File: src/rtl/dsa_pkg.sv
// Shared constants, types and score quantization for the detection score argsort unit.
`default_nettype none

package dsa_pkg;

   localparam int MAX_ITEMS  = 64;
   localparam int SCORE_BITS = 16;
   localparam int CELL_DEPTH = 64;
   localparam int CAPACITY   = (MAX_ITEMS > CELL_DEPTH) ? CELL_DEPTH : MAX_ITEMS;

   localparam int SCORE_W    = 16;
   localparam int LABEL_W    = 10;
   localparam int INDEX_W    = 6;
   localparam int COUNT_W    = 7;
   localparam int LMK_W      = 4;
   localparam int BASE_W     = 10;

   localparam int DROP_BITS  = (SCORE_BITS >= SCORE_W) ? 0 : (SCORE_W - SCORE_BITS);
   localparam logic [SCORE_W-1:0] SCORE_KEEP_MASK =
      SCORE_W'(~((32'd1 << DROP_BITS) - 32'd1));

   localparam logic [COUNT_W-1:0] CAPACITY_COUNT = COUNT_W'(CAPACITY);

   typedef struct packed {
      logic [SCORE_W-1:0] score;
      logic [LABEL_W-1:0] label;
      logic [INDEX_W-1:0] index;
   } entry_type;

   typedef struct packed {
      logic      insert;
      logic      drain;
      entry_type new_entry;
   } cell_cmd_type;

   function automatic logic [SCORE_W-1:0] quantize_score(input logic [SCORE_W-1:0] s);
      return s & SCORE_KEEP_MASK;
   endfunction

endpackage

`default_nettype wire

File: src/rtl/dsa_cell.sv
// One cell of the sorted chain: holds one detection, inserts or shifts when the command asks for it.
`default_nettype none

module dsa_cell import dsa_pkg::*; (
   input  logic         clock,
   input  cell_cmd_type cmd,
   input  logic         live,
   input  logic         prev_keep,
   input  entry_type    prev_entry,
   input  entry_type    next_entry,
   output logic         keep,
   output entry_type    entry
);

   entry_type entry_ff;
   entry_type entry_in;

   // a live cell with a score at least as high stays ahead of the new item
   assign keep  = live && (entry_ff.score >= cmd.new_entry.score);
   assign entry = entry_ff;

   always_comb begin
      entry_in = entry_ff;
      priority if (cmd.insert) begin
         if (keep) begin
            entry_in = entry_ff;
         end else if (prev_keep) begin
            entry_in = cmd.new_entry;
         end else begin
            entry_in = prev_entry;
         end
      end else if (cmd.drain) begin
         entry_in = next_entry;
      end
   end

   always_ff @(posedge clock) begin
      entry_ff <= entry_in;
   end

endmodule

`default_nettype wire

File: config.mk
export PLATFORM = sky130hd
export DESIGN_NAME = dsa_cell
export DESIGN_NICKNAME = d
export VERILOG_FILES = /design/src/rtl/dsa_pkg.sv /design/src/rtl/dsa_cell.sv
export SDC_FILE = /design/constraint.sdc
export NUM_CORES = 1
export LEC_CHECK = 0
export ABC_CLOCK_PERIOD_IN_PS = 5500
export BUFFER_PORTS_ARGS = -buffer_cell sky130_fd_sc_hd__buf_2
export CORE_ASPECT_RATIO = 0.9
export CORE_MARGIN = 2
export CORE_UTILIZATION = 28
export CTS_CLUSTER_DIAMETER = 200
export DETAILED_ROUTE_END_ITERATION = 7
export GPL_TIMING_DRIVEN = 0
export PLACE_DENSITY = 0.63
export SETUP_SLACK_MARGIN = 0.5
export SYNTH_ARGS = -nofsm -noshare
export SYNTH_HDL_FRONTEND = slang
export SYNTH_SLANG_ARGS = --single-unit
File: constraint.sdc
create_clock -name clock -period 5.5 [get_ports clock]
set_clock_uncertainty 0.15 [all_clocks]
set_input_delay 0.55 -clock clock [delete_from_list [all_inputs] [get_ports clock]]
set_output_delay 0.55 -clock clock [all_outputs]
set_load 0.005 [all_outputs]
==> results of run 1 <==
## kinds of logic after synthesis
| family | share of synthesized area, % |
|---|---|
| AND/OR/NAND/NOR | 10.4 |
| AO/OA/AOI/OAI | 12.3 |
| buffers and inverters | 5.12 |
| adder cells (fa/ha/maj) | 9.75 |
| flip-flops | 46.8 |
| multiplexers | 15.6 |
## critical path, delay by kind of cell, from the launching register on
kind,cells,cell delay (ns)
AO/OA/AOI/OAI,2,0.96
AND/OR/NAND/NOR,3,0.69
flip-flops,1,0.41
adder cells (fa/ha/maj),1,0.33
buffers and inverters,1,0.23
## cell usage in the layout, fill, tap and decap left out
cell type / synthesis / routed
sky130_fd_sc_hd__buf_2: 3 / 134
sky130_fd_sc_hd__a21oi_1: 35 / 35
sky130_fd_sc_hd__nor2_1: 34 / 34
sky130_fd_sc_hd__mux2i_1: 32 / 32
sky130_fd_sc_hd__edfxtp_1: 32 / 32
sky130_fd_sc_hd__inv_1: 16 / 16
sky130_fd_sc_hd__ha_1: 16 / 16
sky130_fd_sc_hd__clkbuf_1: 8 / 8
sky130_fd_sc_hd__clkbuf_8: 0 / 5
sky130_fd_sc_hd__nand2_1: 3 / 3
sky130_fd_sc_hd__nand4_1: 2 / 2
sky130_fd_sc_hd__nor3_1: 2 / 2
sky130_fd_sc_hd__nor4_1: 2 / 2
sky130_fd_sc_hd__clkinv_2: 0 / 2
sky130_fd_sc_hd__and3_4: 1 / 1
sky130_fd_sc_hd__a21o_2: 1 / 1
sky130_fd_sc_hd__a221oi_2: 1 / 1
sky130_fd_sc_hd__o21a_1: 1 / 1
sky130_fd_sc_hd__o211ai_1: 1 / 1
sky130_fd_sc_hd__nand2b_4: 1 / 1
sky130_fd_sc_hd__a2111oi_4: 1 / 1
sky130_fd_sc_hd__o21ai_0: 1 / 1
sky130_fd_sc_hd__or3b_1: 1 / 1
sky130_fd_sc_hd__and2_1: 1 / 1
sky130_fd_sc_hd__a31oi_4: 0 / 1
sky130_fd_sc_hd__clkinv_1: 0 / 1
sky130_fd_sc_hd__buf_16: 0 / 1
## worst min path at each step
stage                end  slack, ns  depth (start not counted)
6_report        entry[4]       0.43                          3
5_1_grt         entry[7]       0.44                          3
4_1_cts         entry[7]       0.42                          3
3_5_place_dp    entry[7]       0.72                          3
3_3_place_gp   entry[28]       0.72                          3
2_1_floorplan  entry[30]       0.63                          2
## cell type report
cell class                      count  area [sq um]
Buffer                             11          45.0
Clock buffer                        5          68.8
Clock inverter                      3          13.8
Fill cell                         730          4130
Inverter                           16          60.1
Multi-Input combinational cell    137          1000
Sequential cell                    32           961
Tap cell                           93           116
Timing Repair Buffer              132           683
## power breakdown
group / total [uW] / switching [uW] / leakage [uW] / internal, uW
logic: 176 / 86.4 / 0.00111 / 89.3
clock network: 179 / 92.8 / 0.0000453 / 85.9
registers: 312 / 9.45 / 0.000315 / 302
total: 666 / 189 / 0.00147 / 478
## stage by stage
step                      instance area [sq um]  utilization, %
after global routing                       2950            41.7
after floorplan                            2050               -
final                                      2950            41.7
after detailed placement                   2870            40.5
after CTS                                  2950            41.7
after global placement                     2830            39.9
## routing by layer
metal  GRT usage, %  up-vias
li1               -      985
met1           18.9      873
met2           24.2       84
met3           3.37        5
met4           4.61        0
met5              0        -
==> flow_summary.toml, run 1 <==
[synth]
postSynth.asyncResetShare_pct = 0
synth_top_cells_by_count = "35 x sky130_fd_sc_hd__a21oi_1, 34 x sky130_fd_sc_hd__nor2_1, 32 x sky130_fd_sc_hd__edfxtp_1, 32 x sky130_fd_sc_hd__mux2i_1"
synth_cell_types = 23
yosys.area.top_type = "sky130_fd_sc_hd__edfxtp_1"
synth_top_cell_area_share_pct = 46.8
mappedNetlistNets = 313
synth_top_cells_by_area = "sky130_fd_sc_hd__edfxtp_1 47%, sky130_fd_sc_hd__mux2i_1 16%, sky130_fd_sc_hd__ha_1 9.8%, sky130_fd_sc_hd__a21oi_1 8.5%, sky130_fd_sc_hd__nor2_1 6.2%"
synth-warning-count = 0
syn-cell-area_sq_um = 2050
synth-edff-count = 32
synthMostInstantiatedCell = "sky130_fd_sc_hd__a21oi_1"
yosys_register_bits = 32
ys.flop_type = "sky130_fd_sc_hd__edfxtp_1"
synthesis.area_per_instance_sq_um = 10.5
postSynthCellCount = 196
synth_sequential_area_ratio_pct = 46.8

[drt]
firstDrtPassIters = 4
routed-via-count = 1947
met1_routed_length_um = 2550
drt_first_iter_violations = 59
route.detailed.vias_per_inst = 4.54
final_wl_um = 5740
topRoutingLayerUsed = "met4"
met2RoutedLength_um = 2690
drc = 0
wl_per_cell_um = 13.4
antenna_left = 0
routed-wl-met3_um = 430

[global_routing]
first_global_vias = 1941
first_pass_grt_wire_length_um = 9180
grt_overall_usage_pct = 14.6
overflow = 0
largest_net_degree_at_the_start_of_global_routing = 18
antenna_violations_before_repair = 0

[timing]
maxClockFrequency_mhz = 327
final-setup-viol-count = 0
fin_setup_tns_ns = 0
hold_violations = 0
hold_slack_ns = 0.434
grt_setup_unrepaired = "no"
finalWorstPathRequiredPeriod_ns = 3.05
timing_worst_slew_pin_value_ns = 0.727
timing_max_transition_violations_final = 0
finalWorstSetupSlack_ns = 2.45
timing.max_slew.rel_slack_pct = 51.6
finalCritPeriodShare_pct = 55.5

[setup_path]
regToRegStartpoint = "entry[23]"
timing.critical_path.slowest_stage_cell = "sky130_fd_sc_hd__a31oi_4"
worst_setup_path_start_kind = "flop"
worstReg2RegEnd = "entry[19]"
worst-setup-path-type = "reg2reg"
cp_max_fo = 17
endpoint = "entry[19]"
timing.critical_path.required_ns = 5.34
critical_path.endpoint_type = "flop"
biggest_cell_delay_along_the_critical_path_ns = 0.65
critical_path_arrival_ns = 2.89
worst-r2r-cell-count = 7
crit_chain = "ha_1, and3_4, a221oi_2, nor3_1, or3b_1, a31oi_4, buf_16"
worst_setup_path_startpoint = "entry[23]"
rrSetupSlack_ns = 2.45

[placement]
post-place-cells = 421
port_buffers = 131
pre_cts_ws_ns = 2.12
hpwl_um = 4640
last_weighted_congestion_value_of_the_routability_driven_placer = 0.744

[cts]
cts_tree = "built"
tritoncts_num_sinks = 32
worst_path_clk_slew_ns = 0.07
clock_tree.htree_level_count = 2
tritoncts_buffers = 5
clock-root-buffer = "sky130_fd_sc_hd__clkbuf_8"
postCtsResizedCells = 0
clk_path_buf_depth = 2
post_cts_buffers = 0
ctsHoldBuffers = 0
worst_skew_pair.late_latency_ns = 0.29

[power]
p_leak_uw = 0.00147
vdd.ir_drop.worst_mv = 0.0858
power.density_cell_area_nw_per_um2 = 226
power.total_uw = 666

[cells_and_area]
n_antenna_cell = 0
max_reg_flops = 32
area_growth_pct = 43.7
layoutNonFillerInstCount = 429
final_layout_size_suffix_gt1_share_pct = 44.0
num-nets-final = 452

[floorplan]
chipHeight_um = 85.2
io-pin-count = 134
die_area_sq_um = 8040
core.rowCount = 29
die_x_um = 94.3
core-area_sq_um = 7080
initial_utilization_pct = 29.0

[hold_path]
worst_hold_startpoint = "next_entry[4]"
worst_hold_path_type = "in2reg"

[run]
drv_cap = 0

[status]
status = "completed"
(Power assumes the default switching activity.)
==> run 2, diff against run 1 <==
ABC_CLOCK_PERIOD_IN_PS = 2450   (was 5500)
PLACE_DENSITY = 0.65   (was 0.63)
clock period = 2.45 ns   (was 5.5 ns; I/O delays follow)
==> run 2 against run 1 <==
The run now ends with negative setup slack left; cell count rose by 1.4%; largest cell class unchanged; count of clock-buffer cells in the layout rose by 1; sequential share of layout area fell by 1.1 points; final area rose by 3.6%; utilization rose by 1.5 points; largest power group unchanged; flip-flop and latch count did not move; fmax rose by 18%; global-route usage barely moved; non-clock buffer count rose by 5.
==> flow_summary.toml, run 2 (synthesis results as in run 1) <==
[status]
status = "finished, violations left"
violated_checks = "negative setup slack"

[cells_and_area]
final_cell_area_sq_um = 3060
max_reg_flops = 32
final_layout_size_suffix_gt1_share_pct = 45.6
area_growth_pct = 48.9
n_antenna_cell = 0
multiInputGateArea_sq_um = 1030
final_cell_mix = "133 x sky130_fd_sc_hd__buf_2, 35 x sky130_fd_sc_hd__a21oi_1, 34 x sky130_fd_sc_hd__nor2_1"
fillers = 745
register_area_sq_um = 961
most_common_cell_after_layout_fill_and_taps_aside = "sky130_fd_sc_hd__buf_2"
num-nets-final = 458

[timing]
finalWorstSetupSlack_ns = -0.144
hold_slack_ns = 0.133
maxClockFrequency_mhz = 385
timing.max_slew.rel_slack_pct = 54.9
final-setup-viol-count = 33
fin_setup_tns_ns = -2.86
finalWorstPathRequiredPeriod_ns = 2.59
finalCritPeriodShare_pct = 106
timing_worst_slew_pin_value_ns = 0.677
grt_setup_unrepaired = "yes"
timing_max_transition_violations_final = 0
hold_violations = 0

[global_routing]
first_pass_grt_wire_length_um = 9140
antenna_violations_before_repair = 0
largest_net_degree_at_the_start_of_global_routing = 17
overflow = 0
grt_overall_usage_pct = 14.6
first_global_vias = 2043

[setup_path]
critical_path_arrival_ns = 2.44
rrSetupSlack_ns = -0.14
critical_path.endpoint_type = "flop"
cp_max_fo = 13
worst-setup-path-type = "reg2reg"
timing.critical_path.required_ns = 2.29
worst_setup_path_start_kind = "flop"

[cts]
worst_skew_pair.late_latency_ns = 0.28
tritoncts_num_sinks = 32
tritoncts_buffers = 5
clock-root-buffer = "sky130_fd_sc_hd__clkbuf_8"
clk_path_buf_depth = 2
worst_path_clk_slew_ns = 0.07
ctsHoldBuffers = 0
cts_tree = "built"
clock_tree.htree_level_count = 2

[hold_path]
worst_hold_path_type = "in2reg"

[drt]
routed-wl-met3_um = 335
drc = 0
firstDrtPassIters = 3
topRoutingLayerUsed = "met4"
routed-via-count = 1945
route.detailed.vias_per_inst = 4.47
met2RoutedLength_um = 2950
antenna_left = 0
drt_first_iter_violations = 64
wl_per_cell_um = 13.6
met1_routed_length_um = 2560
final_wl_um = 5900

[power]
power.density_cell_area_nw_per_um2 = 532
vdd.ir_drop.worst_mv = 0.202
p_leak_uw = 0.00151

[placement]
hpwl_um = 4540
last_weighted_congestion_value_of_the_routability_driven_placer = 0.742
detailed_place.area_sq_um = 2840
port_buffers = 131

[floorplan]
core.rowCount = 29
initial_utilization_pct = 29.0
core-area_sq_um = 7080
chipHeight_um = 85.2
die_area_sq_um = 8040
die_x_um = 94.3
io-pin-count = 134

[run]
drv_cap = 0
==> run 2: path summary, 6_finish.rpt <==
path                      start   endpoint  cells after the start
setup / recovery      entry[22]  entry[30]                      8
hold / removal    next_entry[1]   entry[1]                      3
setup reg to reg      entry[22]  entry[30]                      8
hold reg to reg       entry[31]  entry[18]                      5
==> run 2: worst max-delay path, cell delays in order (launching register included) <==
cell	delay (ns)
sky130_fd_sc_hd__edfxtp_1	0.40
sky130_fd_sc_hd__ha_1	0.33
sky130_fd_sc_hd__a21o_2	0.22
sky130_fd_sc_hd__a221oi_2	0.22
sky130_fd_sc_hd__nor3_1	0.07
sky130_fd_sc_hd__or3b_4	0.41
sky130_fd_sc_hd__buf_6	0.13
sky130_fd_sc_hd__a31oi_4	0.19
sky130_fd_sc_hd__buf_12	0.17
==> run 2: metrics by stage <==
| step | worst slack (ns) | total power [uW] | util, % | cells |
|---|---|---|---|---|
| 2_1_floorplan | -0.322 | 913 | - | 196 |
| 3_5_place_dp | -0.735 | 1100 | 40.1 | 420 |
| 5_1_grt | -0.247 | 1720 | 43.2 | 435 |
| 6_report | -0.144 | 1630 | 43.2 | 435 |
| 4_1_cts | -0.168 | 1660 | 43.1 | 435 |
| 3_3_place_gp | -0.704 | 1090 | 40.1 | 420 |
==> run 2: per-layer routing <==
layer | global-route usage, % | vias up
li1 | - | 998
met1 | 17.4 | 879
met2 | 26.2 | 64
met3 | 3.11 | 4
met4 | 4.87 | 0
met5 | 0 | -
==> run 2: where the power goes <==
group	switching [uW]	internal (uW)
Sequential	22.0	678
Combinational	204	226
Clock	196	302
==> run 2: repair_timing <==
item                                    CTS  global route
gates resized for setup                   5             2
endpoints found under the setup margin   33            33
gates cloned                              1             0
buffers inserted                          6             0
pin swaps                                 4             0
==> run 2: final cells by class <==
cell class	instances	share of cell area, %
Timing Repair Buffer	137	24.2
Tap cell	93	3.81
Inverter	16	1.96
Clock inverter	2	1.15
Buffer	11	1.47
Sequential cell	32	31.4
Multi-Input combinational cell	138	33.6
Clock buffer	6	2.37
